<file path="config.mk">
export PLATFORM = sky130hd
export DESIGN_NAME = pll_divider_search
export DESIGN_NICKNAME = d
export VERILOG_FILES = /design/src/hdl/pds_pkg.sv /design/src/hdl/pds_ctrl.sv /design/src/hdl/pds_dp.sv /design/src/hdl/pll_divider_search.sv
export SDC_FILE = /design/constraint.sdc
export NUM_CORES = 2
export LEC_CHECK = 0
export BUFFER_PORTS_ARGS = -buffer_cell sky130_fd_sc_hd__buf_2
export CAP_MARGIN = 15
export CORE_UTILIZATION = 52
export CTS_BUF_LIST = sky130_fd_sc_hd__clkbuf_8
export DETAILED_ROUTE_END_ITERATION = 12
export GPL_TIMING_DRIVEN = 1
export PLACE_DENSITY = 0.72
export REMOVE_ABC_BUFFERS = 1
export SETUP_SLACK_MARGIN = 0.5
export SLEW_MARGIN = 20
export SYNTH_ARGS = -nofsm -noshare
export SYNTH_HDL_FRONTEND = slang
export SYNTH_SLANG_ARGS = --single-unit
</file>
<file path="constraint.sdc">
create_clock -name clk_i -period 16.1 [get_ports clk_i]
set_input_delay 3.22 -clock clk_i [delete_from_list [all_inputs] [get_ports clk_i]]
set_output_delay 3.22 -clock clk_i [all_outputs]
set_load 0.005 [all_outputs]
</file>
<file path="src/hdl/pds_pkg.sv">
// Shared constants, types and command codes for the PLL divider search block.
`default_nettype none
package pds_pkg;

  localparam int FREQ_FRAC_BITS = 24;

  localparam int FREQ_W = 32;
  localparam int VCO_W  = 40;                // target * P, P up to 127
  localparam int MV_W   = VCO_W + 9;         // vco * M
  localparam int REM_W  = MV_W + 2;          // 2*mv + ref
  localparam int DSR_W  = FREQ_W + 1;        // 2*ref
  localparam int MB_W   = 25;                // multiplier b operand width
  localparam int PROD_W = FREQ_W + MB_W;
  localparam int XP_W   = PROD_W + MB_W;     // cross product width
  localparam int NUM_W  = 32;

  // Register indexes on the configuration channel
  localparam logic [2:0] CFG_VCO_MIN = 3'd0;
  localparam logic [2:0] CFG_VCO_MAX = 3'd1;
  localparam logic [2:0] CFG_MAX_M   = 3'd2;
  localparam logic [2:0] CFG_MAX_N   = 3'd3;
  localparam logic [2:0] CFG_MAX_P   = 3'd4;

  // Datapath operations
  localparam logic [4:0] OP_NONE   = 5'd0;
  localparam logic [4:0] OP_START  = 5'd1;
  localparam logic [4:0] OP_PNEXT  = 5'd2;
  localparam logic [4:0] OP_MINIT  = 5'd3;
  localparam logic [4:0] OP_DLOAD  = 5'd4;
  localparam logic [4:0] OP_DSTEP  = 5'd5;
  localparam logic [4:0] OP_MNR    = 5'd6;
  localparam logic [4:0] OP_NUM    = 5'd7;
  localparam logic [4:0] OP_LLO    = 5'd8;
  localparam logic [4:0] OP_LHI    = 5'd9;
  localparam logic [4:0] OP_RLO    = 5'd10;
  localparam logic [4:0] OP_RHI    = 5'd11;
  localparam logic [4:0] OP_RADD   = 5'd12;
  localparam logic [4:0] OP_DECIDE = 5'd13;
  localparam logic [4:0] OP_MNEXT  = 5'd14;
  localparam logic [4:0] OP_PLOAD  = 5'd15;
  localparam logic [4:0] OP_OUT    = 5'd16;

  typedef struct packed {
    logic [7:0]  vco_min;
    logic [7:0]  vco_max;
    logic [8:0]  max_m;
    logic [11:0] max_n;
    logic [6:0]  max_p;
  } cfg_t;

  typedef struct packed {
    logic [4:0] op;
  } cmd_t;

  typedef struct packed {
    logic p_stop;
    logic p_skip;
    logic m_stop;
    logic div_ovf;
    logic k_zero;
    logic n_over;
    logic found;
  } stat_t;

endpackage
`default_nettype wire

</file>
<file path="src/hdl/pds_ctrl.sv">
// Sequencer for the P / M search loops, the quotient pass and the result strobe.
`default_nettype none
module pds_ctrl import pds_pkg::*; (
  input  wire   clk_i,
  input  wire   rst_ni,
  input  wire   start_i,
  input  stat_t stat_i,
  output cmd_t  cmd_o,
  output logic  busy_o
);

  localparam logic [3:0] S_IDLE = 4'd0;
  localparam logic [3:0] S_PCHK = 4'd1;
  localparam logic [3:0] S_MCHK = 4'd2;
  localparam logic [3:0] S_DIV  = 4'd3;
  localparam logic [3:0] S_NCHK = 4'd4;
  localparam logic [3:0] S_NUM  = 4'd5;
  localparam logic [3:0] S_LLO  = 4'd6;
  localparam logic [3:0] S_LHI  = 4'd7;
  localparam logic [3:0] S_RLO  = 4'd8;
  localparam logic [3:0] S_RHI  = 4'd9;
  localparam logic [3:0] S_RADD = 4'd10;
  localparam logic [3:0] S_DEC  = 4'd11;
  localparam logic [3:0] S_MNX  = 4'd12;
  localparam logic [3:0] S_PDIV = 4'd13;
  localparam logic [3:0] S_FIN  = 4'd14;

  logic [3:0] state_q, state_d;

  always_comb begin
    state_d = state_q;
    cmd_o.op = OP_NONE;
    case (state_q)
      S_IDLE: begin
        if (start_i) begin
          cmd_o.op = OP_START;
          state_d = S_PCHK;
        end
      end
      S_PCHK: begin
        if (stat_i.p_stop) begin
          if (stat_i.found) begin
            cmd_o.op = OP_PLOAD;
            state_d = S_PDIV;
          end else begin
            cmd_o.op = OP_OUT;
            state_d = S_IDLE;
          end
        end else if (stat_i.p_skip) begin
          cmd_o.op = OP_PNEXT;
        end else begin
          cmd_o.op = OP_MINIT;
          state_d = S_MCHK;
        end
      end
      S_MCHK: begin
        if (stat_i.m_stop) begin
          cmd_o.op = OP_PNEXT;
          state_d = S_PCHK;
        end else begin
          cmd_o.op = OP_DLOAD;
          state_d = S_DIV;
        end
      end
      S_DIV: begin
        if (stat_i.div_ovf) begin
          cmd_o.op = OP_PNEXT;
          state_d = S_PCHK;
        end else begin
          cmd_o.op = OP_DSTEP;
          if (stat_i.k_zero) state_d = S_NCHK;
        end
      end
      S_NCHK: begin
        if (stat_i.n_over) begin
          cmd_o.op = OP_PNEXT;
          state_d = S_PCHK;
        end else begin
          cmd_o.op = OP_MNR;
          state_d = S_NUM;
        end
      end
      S_NUM: begin
        cmd_o.op = OP_NUM;
        state_d = S_LLO;
      end
      S_LLO: begin
        cmd_o.op = OP_LLO;
        state_d = S_LHI;
      end
      S_LHI: begin
        cmd_o.op = OP_LHI;
        state_d = S_RLO;
      end
      S_RLO: begin
        cmd_o.op = OP_RLO;
        state_d = S_RHI;
      end
      S_RHI: begin
        cmd_o.op = OP_RHI;
        state_d = S_RADD;
      end
      S_RADD: begin
        cmd_o.op = OP_RADD;
        state_d = S_DEC;
      end
      S_DEC: begin
        cmd_o.op = OP_DECIDE;
        state_d = S_MNX;
      end
      S_MNX: begin
        cmd_o.op = OP_MNEXT;
        state_d = S_MCHK;
      end
      S_PDIV: begin
        cmd_o.op = OP_DSTEP;
        if (stat_i.k_zero) state_d = S_FIN;
      end
      S_FIN: begin
        cmd_o.op = OP_OUT;
        state_d = S_IDLE;
      end
      default: begin
        state_d = S_IDLE;
      end
    endcase
  end

  always_ff @(posedge clk_i or negedge rst_ni) begin
    if (!rst_ni) begin
      state_q <= S_IDLE;
    end else begin
      state_q <= state_d;
    end
  end

  assign busy_o = (state_q != S_IDLE);

endmodule
`default_nettype wire

</file>
<file path="src/hdl/pds_dp.sv">
// Search datapath: loop counters, shared divider, shared multiplier, best setting, result.
`default_nettype none
module pds_dp import pds_pkg::*; (
  input  wire               clk_i,
  input  wire               rst_ni,
  input  cmd_t              cmd_i,
  input  cfg_t              cfg_i,
  input  wire  [FREQ_W-1:0] ref_freq_i,
  input  wire  [FREQ_W-1:0] target_freq_i,
  output stat_t             stat_o,
  output logic              done_o,
  output logic [63:0]       reg_word_o,
  output logic [11:0]       mult_n_o,
  output logic [8:0]        div_m_o,
  output logic [6:0]        post_div_o,
  output logic [2:0]        shift_np_o,
  output logic [5:0]        quot_q_o,
  output logic [8:0]        rem_r_o,
  output logic [1:0]        vco_band_o,
  output logic              found_o
);

  localparam logic [VCO_W-1:0] BAND1 = VCO_W'(125) << FREQ_FRAC_BITS;
  localparam logic [VCO_W-1:0] BAND2 = VCO_W'(150) << FREQ_FRAC_BITS;
  localparam logic [VCO_W-1:0] BAND3 = VCO_W'(175) << FREQ_FRAC_BITS;
  localparam logic [3:0]       K_NCHK = 4'd12;
  localparam logic [3:0]       K_POST = 4'd15;

  logic [FREQ_W-1:0] ref_q, tgt_q;
  logic [7:0]        p_q;
  logic [VCO_W-1:0]  vco_q;
  logic [9:0]        m_q;
  logic [MV_W-1:0]   mv_q;
  logic [REM_W-1:0]  rem_q;
  logic [DSR_W-1:0]  dsr_q;
  logic [15:0]       quo_q;
  logic [3:0]        k_q;
  logic [PROD_W-1:0] prod_q;
  logic [NUM_W-1:0]  num_q;
  logic [XP_W-1:0]   lhs_q, rhs_q;
  logic [NUM_W-1:0]  bnum_q;
  logic [MV_W-1:0]   bden_q;
  logic [11:0]       bn_q;
  logic [8:0]        bm_q;
  logic [6:0]        bp_q;
  logic [VCO_W-1:0]  bvco_q;
  logic              found_q;
  logic [2:0]        np_q;
  logic              done_q;

  // shared multiplier
  logic [FREQ_W-1:0] mul_a;
  logic [MB_W-1:0]   mul_b;
  logic [PROD_W-1:0] mul_p;

  always_comb begin
    mul_a = num_q;
    mul_b = bden_q[MB_W-1:0];
    case (cmd_i.op)
      OP_MNR: begin
        mul_a = ref_q;
        mul_b = MB_W'(quo_q[11:0]);
      end
      OP_LHI: begin
        mul_b = MB_W'(bden_q[MV_W-1:MB_W]);
      end
      OP_RLO: begin
        mul_a = bnum_q;
        mul_b = mv_q[MB_W-1:0];
      end
      OP_RHI: begin
        mul_a = bnum_q;
        mul_b = MB_W'(mv_q[MV_W-1:MB_W]);
      end
      default: ;
    endcase
  end

  assign mul_p = PROD_W'(mul_a) * PROD_W'(mul_b);

  // shared restoring divider step
  logic [REM_W-1:0] rem_sh, dsr_sh;
  logic             div_bit;
  assign rem_sh  = rem_q >> k_q;
  assign div_bit = rem_sh >= REM_W'(dsr_q);
  assign dsr_sh  = REM_W'(dsr_q) << k_q;

  // n*ref, the product for the error numerator |n*ref - mv|
  logic [MV_W-1:0] nr;
  assign nr = MV_W'(prod_q);

  // shift np: one less for each doubling of M that N reaches
  logic [12:0] n13, m13;
  logic [2:0]  np_cnt;
  assign n13 = 13'(bn_q);
  assign m13 = 13'(bm_q);
  assign np_cnt = 3'(n13 >= (m13 << 1)) + 3'(n13 >= (m13 << 2))
                + 3'(n13 >= (m13 << 3)) + 3'(n13 >= (m13 << 4));

  logic [1:0] band;
  always_comb begin
    if (bvco_q < BAND1)      band = 2'd0;
    else if (bvco_q < BAND2) band = 2'd1;
    else if (bvco_q < BAND3) band = 2'd2;
    else                     band = 2'd3;
  end

  always_ff @(posedge clk_i) begin
    case (cmd_i.op)
      OP_START: begin
        ref_q <= ref_freq_i;
        tgt_q <= target_freq_i;
        p_q   <= 8'd1;
        vco_q <= VCO_W'(target_freq_i);
      end
      OP_PNEXT: begin
        p_q   <= p_q + 8'd1;
        vco_q <= vco_q + VCO_W'(tgt_q);
      end
      OP_MINIT: begin
        m_q  <= 10'd1;
        mv_q <= MV_W'(vco_q);
      end
      OP_MNEXT: begin
        m_q  <= m_q + 10'd1;
        mv_q <= mv_q + MV_W'(vco_q);
      end
      OP_DLOAD: begin
        rem_q <= REM_W'({mv_q, 1'b0}) + REM_W'(ref_q);
        dsr_q <= {ref_q, 1'b0};
        quo_q <= '0;
        k_q   <= K_NCHK;
      end
      OP_PLOAD: begin
        np_q  <= 3'd4 - np_cnt;
        rem_q <= REM_W'(16'(bn_q) << (3'd4 - np_cnt));
        dsr_q <= DSR_W'(bm_q);
        quo_q <= '0;
        k_q   <= K_POST;
      end
      OP_DSTEP: begin
        quo_q <= {quo_q[14:0], div_bit};
        if (div_bit) rem_q <= rem_q - dsr_sh;
        k_q <= k_q - 4'd1;
      end
      OP_MNR: begin
        prod_q <= mul_p;
      end
      OP_NUM: begin
        num_q <= (nr > mv_q) ? NUM_W'(nr - mv_q) : NUM_W'(mv_q - nr);
      end
      OP_LLO: begin
        prod_q <= mul_p;
      end
      OP_LHI: begin
        lhs_q  <= XP_W'(prod_q);
        prod_q <= mul_p;
      end
      OP_RLO: begin
        lhs_q  <= lhs_q + (XP_W'(prod_q) << MB_W);
        prod_q <= mul_p;
      end
      OP_RHI: begin
        rhs_q  <= XP_W'(prod_q);
        prod_q <= mul_p;
      end
      OP_RADD: begin
        rhs_q <= rhs_q + (XP_W'(prod_q) << MB_W);
      end
      OP_DECIDE: begin
        if (!found_q || (lhs_q < rhs_q)) begin
          bnum_q <= num_q;
          bden_q <= mv_q;
          bn_q   <= quo_q[11:0];
          bm_q   <= m_q[8:0];
          bp_q   <= p_q[6:0];
          bvco_q <= vco_q;
        end
      end
      OP_OUT: begin
        if (found_q) begin
          reg_word_o <= {8'h57, 8'h00, {1'b0, bp_q}, {1'b0, bp_q}, bn_q[11:4],
                         bn_q[3:0], rem_q[8:5], rem_q[4:0], quo_q[5:3],
                         quo_q[2:0], np_q[2:0], band};
          mult_n_o   <= bn_q;
          div_m_o    <= bm_q;
          post_div_o <= bp_q;
          shift_np_o <= np_q;
          quot_q_o   <= quo_q[5:0];
          rem_r_o    <= rem_q[8:0];
          vco_band_o <= band;
        end else begin
          reg_word_o <= '0;
          mult_n_o   <= '0;
          div_m_o    <= '0;
          post_div_o <= '0;
          shift_np_o <= '0;
          quot_q_o   <= '0;
          rem_r_o    <= '0;
          vco_band_o <= '0;
        end
      end
      default: ;
    endcase
  end

  // control flags
  always_ff @(posedge clk_i or negedge rst_ni) begin
    if (!rst_ni) begin
      found_q <= 1'b0;
      found_o <= 1'b0;
      done_q  <= 1'b0;
    end else begin
      done_q <= (cmd_i.op == OP_OUT);
      if (cmd_i.op == OP_START) found_q <= 1'b0;
      else if (cmd_i.op == OP_DECIDE) found_q <= 1'b1;
      if (cmd_i.op == OP_OUT) found_o <= found_q;
    end
  end

  assign done_o = done_q;

  assign stat_o.p_stop  = (ref_q == '0) || (tgt_q == '0) || (p_q > {1'b0, cfg_i.max_p})
                        || (vco_q > (VCO_W'(cfg_i.vco_max) << FREQ_FRAC_BITS));
  assign stat_o.p_skip  = vco_q < (VCO_W'(cfg_i.vco_min) << FREQ_FRAC_BITS);
  assign stat_o.m_stop  = m_q > {1'b0, cfg_i.max_m};
  assign stat_o.div_ovf = (k_q == K_NCHK) && div_bit;
  assign stat_o.k_zero  = (k_q == 4'd0);
  assign stat_o.n_over  = quo_q > {4'd0, cfg_i.max_n};
  assign stat_o.found   = found_q;

endmodule
`default_nettype wire

</file>
<file path="src/hdl/pll_divider_search.sv">
// Top level of the PLL N / M / P divider search: configuration registers and the two halves.
`default_nettype none
// Usage:
//   Drive ref_freq_i / target_freq_i (MHz, unsigned, 24 fraction bits) and raise
//   start_i; the transfer happens at an edge with start_i high and busy_o low.
//   One result per transfer, marked by done_o for a single cycle; the receiver
//   cannot stall, fields hold until the next result. found_o low: no setting,
//   all fields zero. Config: cfg_valid_i with cfg_index_i / cfg_data_i,
//   cfg_ready_o tied high, write only while idle, unknown indexes ignored.
// Sequence:
//   One shared restoring divider and one 32x25 multiplier, stepped by the
//   controller. A P below the VCO window is skipped. An M trial is the divider
//   load, the divider steps for N, n*ref, the error, the exact compare, the
//   best update and the M advance. A P in the window first sets up its M loop,
//   which ends when M runs out, on N above 12 bits or on N above max N; each
//   of these moves on to the next P. The finish is the load, the quotient
//   steps and the output, or only the output with no setting; done_o rises
//   in the cycle after the output. A new start is taken while done_o is up.
// Reset:
//   rst_ni is asynchronous, active low; the controller goes idle and the
//   registers take 80, 201, 511, 4095, 127.
module pll_divider_search import pds_pkg::*; (
  input  wire         clk_i,
  input  wire         rst_ni,
  input  wire         start_i,
  output logic        busy_o,
  input  wire  [31:0] ref_freq_i,
  input  wire  [31:0] target_freq_i,
  input  wire         cfg_valid_i,
  output logic        cfg_ready_o,
  input  wire  [2:0]  cfg_index_i,
  input  wire  [11:0] cfg_data_i,
  output logic        done_o,
  output logic [63:0] reg_word_o,
  output logic [11:0] mult_n_o,
  output logic [8:0]  div_m_o,
  output logic [6:0]  post_div_o,
  output logic [2:0]  shift_np_o,
  output logic [5:0]  quot_q_o,
  output logic [8:0]  rem_r_o,
  output logic [1:0]  vco_band_o,
  output logic        found_o
);

  cfg_t  cfg_q;
  cmd_t  cmd;
  stat_t stat;
  logic  busy;

  assign cfg_ready_o = 1'b1;

  // configuration register file
  always_ff @(posedge clk_i or negedge rst_ni) begin
    if (!rst_ni) begin
      cfg_q.vco_min <= 8'd80;
      cfg_q.vco_max <= 8'd201;
      cfg_q.max_m   <= 9'd511;
      cfg_q.max_n   <= 12'd4095;
      cfg_q.max_p   <= 7'd127;
    end else if (cfg_valid_i) begin
      case (cfg_index_i)
        CFG_VCO_MIN: cfg_q.vco_min <= cfg_data_i[7:0];
        CFG_VCO_MAX: cfg_q.vco_max <= cfg_data_i[7:0];
        CFG_MAX_M:   cfg_q.max_m   <= cfg_data_i[8:0];
        CFG_MAX_N:   cfg_q.max_n   <= cfg_data_i[11:0];
        CFG_MAX_P:   cfg_q.max_p   <= cfg_data_i[6:0];
        default: ;
      endcase
    end
  end

  pds_ctrl u_ctrl (
    .clk_i   (clk_i),
    .rst_ni  (rst_ni),
    .start_i (start_i),
    .stat_i  (stat),
    .cmd_o   (cmd),
    .busy_o  (busy)
  );

  pds_dp u_dp (
    .clk_i         (clk_i),
    .rst_ni        (rst_ni),
    .cmd_i         (cmd),
    .cfg_i         (cfg_q),
    .ref_freq_i    (ref_freq_i),
    .target_freq_i (target_freq_i),
    .stat_o        (stat),
    .done_o        (done_o),
    .reg_word_o    (reg_word_o),
    .mult_n_o      (mult_n_o),
    .div_m_o       (div_m_o),
    .post_div_o    (post_div_o),
    .shift_np_o    (shift_np_o),
    .quot_q_o      (quot_q_o),
    .rem_r_o       (rem_r_o),
    .vco_band_o    (vco_band_o),
    .found_o       (found_o)
  );

  assign busy_o = busy;

endmodule
`default_nettype wire
</file>
==> metrics.txt <==
# TYPE chip_impl_metric gauge
chip_impl_info{name="run_status",value="finished with violations"} 1
chip_impl_info{name="violations_in_the_final_reports",value="DRC"} 1
chip_impl_metric{name="drt-initial-drc-count",unit=""} 8591
chip_impl_metric{name="globalRouteTotalUtil",unit=""} 0.368
chip_impl_metric{name="routed-via-count",unit=""} 68182
chip_impl_metric{name="number_of_resized_instances_in_the_post_cts_repair_step",unit=""} 0
chip_impl_info{name="worst_path_most_repeated_cell",value="sky130_fd_sc_hd__fa_1"} 1
chip_impl_metric{name="final_setup_viols",unit=""} 0
chip_impl_metric{name="max_slew_violations",unit=""} 0
chip_impl_info{name="setup_repair_after_global_routing_missed_its_margin",value="false"} 1
chip_impl_metric{name="synth_enable_flop_cells",unit=""} 705
chip_impl_metric{name="cp_num_buf_inv",unit=""} 7
chip_impl_metric{name="drive_above_1_share",unit=""} 0.0899
chip_impl_metric{name="transition_time_of_the_tightest_slew_check_pin",unit="ps"} 1240
chip_impl_info{name="dominantRegCellSynth",value="sky130_fd_sc_hd__edfxtp_1"} 1
chip_impl_metric{name="die_area",unit="mm²"} 0.158
chip_impl_metric{name="async_flop_share",unit=""} 0.0675
chip_impl_metric{name="preCtsSetupSlack",unit="ps"} 2040
chip_impl_metric{name="wl",unit="µm"} 291000
chip_impl_metric{name="hpwlAfterDp",unit="µm"} 228000
chip_impl_metric{name="cap_violations",unit=""} 0
chip_impl_metric{name="average_wire_per_cell_in_the_routed_design",unit="µm"} 26.6
chip_impl_metric{name="ys_warnings",unit=""} 0
chip_impl_metric{name="first_global_vias",unit=""} 66978
chip_impl_metric{name="fin_skew",unit="ps"} 70.1
chip_impl_metric{name="min_period_over_period",unit=""} 0.902
chip_impl_metric{name="drtPass1Iterations",unit=""} 12
chip_impl_info{name="post_synth_main_area_contributors",value="sky130_fd_sc_hd__edfxtp_1 (26%), sky130_fd_sc_hd__fa_1 (17%), sky130_fd_sc_hd__ha_1 (11%)"} 1
chip_impl_metric{name="antenna_violations_before_repair",unit=""} 18
chip_impl_info{name="timing_worst_setup_path_type",value="reg -> reg"} 1
chip_impl_metric{name="slew-limit-headroom",unit=""} 0.165
chip_impl_info{name="cell_type_group_with_the_largest_total_delay_on_the_critical_path",value="adder cells"} 1
chip_impl_metric{name="grt_start_max_net_pins",unit=""} 92
chip_impl_metric{name="postSynthRegisterBits",unit=""} 756
chip_impl_metric{name="synth_cell_type_count",unit=""} 100
chip_impl_metric{name="filler_cell_count",unit=""} 13618
chip_impl_metric{name="worst-r2r-setup-slack",unit="ps"} 1570
chip_impl_metric{name="initial_utilization",unit=""} 0.525
chip_impl_metric{name="crit_path_max_fo",unit=""} 54
chip_impl_metric{name="cts_hold_repair.buffers",unit=""} 0
chip_impl_metric{name="syn_avg_cell_area",unit="µm²"} 9.35
chip_impl_metric{name="synth_top_cell_area_share",unit=""} 0.261
chip_impl_metric{name="htree_levels",unit=""} 4
chip_impl_metric{name="antenna_left",unit=""} 0
chip_impl_metric{name="final_period_minus_worst_setup_slack",unit="ps"} 14530
chip_impl_metric{name="cts_buffer_depth",unit=""} 3
chip_impl_info{name="hold_class",value="reg -> reg"} 1
chip_impl_metric{name="io_pins",unit=""} 199
chip_impl_metric{name="first_pass_grt_wire_length",unit="µm"} 428000
chip_impl_metric{name="clkLatencyLatePin",unit="ps"} 920
chip_impl_metric{name="final-hold-violation-count",unit=""} 0
chip_impl_metric{name="syn_area",unit="mm²"} 0.0811
chip_impl_metric{name="fmax",unit="GHz"} 0.0688
chip_impl_metric{name="cp_slowest_stage_delay",unit="ps"} 940
chip_impl_metric{name="number_of_nets_at_the_end_of_the_flow",unit=""} 10289
chip_impl_metric{name="drt_drc_violations_left",unit=""} 50
chip_impl_metric{name="cts_setup_buffers",unit=""} 0
chip_impl_metric{name="fp.coreArea",unit="mm²"} 0.154
chip_impl_metric{name="die_w",unit="µm"} 397
chip_impl_metric{name="die_h",unit="µm"} 397
chip_impl_info{name="crit_path_top_delay_cell",value="sky130_fd_sc_hd__a221o_1"} 1
chip_impl_metric{name="grt_remaining_overflow",unit=""} 0
chip_impl_metric{name="multi_input_combinational_cell_area",unit="mm²"} 0.0528
chip_impl_info{name="critical_path.startpoint_type",value="register"} 1
chip_impl_metric{name="timing.final.ws_setup",unit="ps"} 1570
chip_impl_info{name="tritoncts",value="yes"} 1
chip_impl_metric{name="synthesis.instances",unit=""} 8675
chip_impl_metric{name="layout.core_utilization",unit=""} 0.565
chip_impl_metric{name="cts_num_sinks",unit=""} 756
chip_impl_info{name="synth.largest_area_cell",value="sky130_fd_sc_hd__edfxtp_1"} 1
chip_impl_metric{name="fp-row-count",unit=""} 144
chip_impl_metric{name="worst_ep_arrival_time",unit="ps"} 15160
chip_impl_metric{name="clock_pin_slew_on_the_worst_setup_and_hold_paths",unit="ps"} 60
chip_impl_metric{name="buffer_ports.inserted",unit=""} 184
chip_impl_metric{name="routabilityCongestion",unit=""} 1.07
chip_impl_info{name="cts-root-buf",value="sky130_fd_sc_hd__clkbuf_8"} 1
chip_impl_metric{name="area_delta_synth_final",unit="%"} 7.51
chip_impl_metric{name="register_area",unit="mm²"} 0.0225
chip_impl_metric{name="cts_made_buffers",unit=""} 144
chip_impl_metric{name="drt-vias-per-instance",unit=""} 6.24
chip_impl_info{name="endpoint_kind",value="register"} 1
chip_impl_metric{name="worstPathRequired",unit="ps"} 16730
chip_impl_metric{name="ys_seq_area_frac",unit=""} 0.277
[registers in the layout (all words and copies together) (netlist names), 16 cells and up]
register	flops
u_dp.ref_q	32
u_dp.rem_q	51
u_dp.vco_q	40
cfg_q	44
u_dp.quo_q	16
u_dp.rhs_q	82
u_dp.dsr_q	33
u_dp.mv_q	49
u_dp.bnum_q	32
u_dp.num_q	32
u_dp.bden_q	49
u_dp.lhs_q	82
u_dp.tgt_q	32
u_dp.bvco_q	16
u_dp.prod_q	57
[stage by stage]
step,hold slack (ps),setup TNS [ps],std cells,instance area (µm²)
2_1_floorplan,450,-2450,8275,79200
3_3_place_gp,469,0,10674,84300
3_5_place_dp,491,0,10674,84300
4_1_cts,499,0,10929,87200
5_1_grt,513,0,10930,87200
6_report,510,0,10932,87200
[layout make-up]
type                       count  area share
clock buffer                 150      0.0237
clock inverter               105      0.0101
tap                         2044      0.0293
sequential                   756       0.258
multi-input combinational   6403       0.606
timing repair buffer         355      0.0253
inverter                    1116      0.0480
antenna                        3   0.0000861
[cell families after synthesis]
logic type / synth area share
flops: 0.277
compound gates: 0.150
fa+ha+maj: 0.285
xor+xnor: 0.0367
other cells: 0.0000926
mux: 0.0300
buf+inv: 0.0764
simple gates: 0.145
[Yosys cell counts (all sizes together) (17+ instances only)]
cell,number
nor2,714
mux2,42
or3,32
a211oi,68
and2,166
a21oi,455
o21ai,481
o22ai,20
xnor2,199
clkbuf,195
dfrtp,17
nand2b,98
a221oi,56
a31oi,66
fa,695
mux2i,89
o31ai,48
nor2b,93
a221o,47
or2,22
edfxtp,705
a22oi,17
mux4,47
o21a,83
a21boi,18
ha,735
xor2,141
and4,19
o21bai,49
nor4,46
and3,61
a21o,238
nor3,88
inv,1116
nand4,93
o211ai,36
nand2,1010
buf,217
nand3,111
dfstp,34
[path summary, 6_finish.rpt]
| path | to | cells after the start | startpoint |
|---|---|---|---|
| min in group asynchronous | u_ctrl.state_q[2]$_DFFE_PN0P_ | 2 | rst_ni |
| max in group asynchronous | u_dp.found_q$_DFFE_PN0P_ | 2 | rst_ni |
| hold reg to reg | u_dp.bnum_q[30]$_DFFE_PP_ | 0 | u_dp.num_q[30]$_DFFE_PN_ |
| setup / recovery | u_dp.prod_q[55]$_DFFE_PP_ | 43 | u_dp.k_q[1]$_DFFE_PP_ |
| setup reg to reg | u_dp.prod_q[55]$_DFFE_PP_ | 43 | u_dp.k_q[1]$_DFFE_PP_ |
| hold / removal | u_dp.bnum_q[30]$_DFFE_PP_ | 0 | u_dp.num_q[30]$_DFFE_PN_ |
[metal layers]
layer	up-vias	global-route usage	routed length, µm
met4	18	0.218	20600
met5	-	0	126
li1	29984	-	-
met1	33409	0.478	111000
met3	886	0.108	35800
met2	3885	0.544	123000
[cell usage in the layout (no fill, tap or decap), types with 67 or more instances in the layout]
cell type,count
sky130_fd_sc_hd__a211oi_1,67
sky130_fd_sc_hd__a21o_1,238
sky130_fd_sc_hd__a21oi_1,452
sky130_fd_sc_hd__and2_1,165
sky130_fd_sc_hd__buf_2,184
sky130_fd_sc_hd__buf_4,170
sky130_fd_sc_hd__clkbuf_8,150
sky130_fd_sc_hd__edfxtp_1,705
sky130_fd_sc_hd__fa_1,695
sky130_fd_sc_hd__ha_1,735
sky130_fd_sc_hd__inv_1,1139
sky130_fd_sc_hd__mux2i_1,82
sky130_fd_sc_hd__nand2_1,1005
sky130_fd_sc_hd__nand2b_1,98
sky130_fd_sc_hd__nand3_1,110
sky130_fd_sc_hd__nand4_1,93
sky130_fd_sc_hd__nor2_1,709
sky130_fd_sc_hd__nor2b_1,93
sky130_fd_sc_hd__nor3_1,86
sky130_fd_sc_hd__o21a_1,82
sky130_fd_sc_hd__o21ai_0,450
sky130_fd_sc_hd__xnor2_1,199
sky130_fd_sc_hd__xor2_1,141
Power is left out: the tool's default activity adds up to more than one toggle a clock period on the data nets, which glitch-free logic cannot reach.
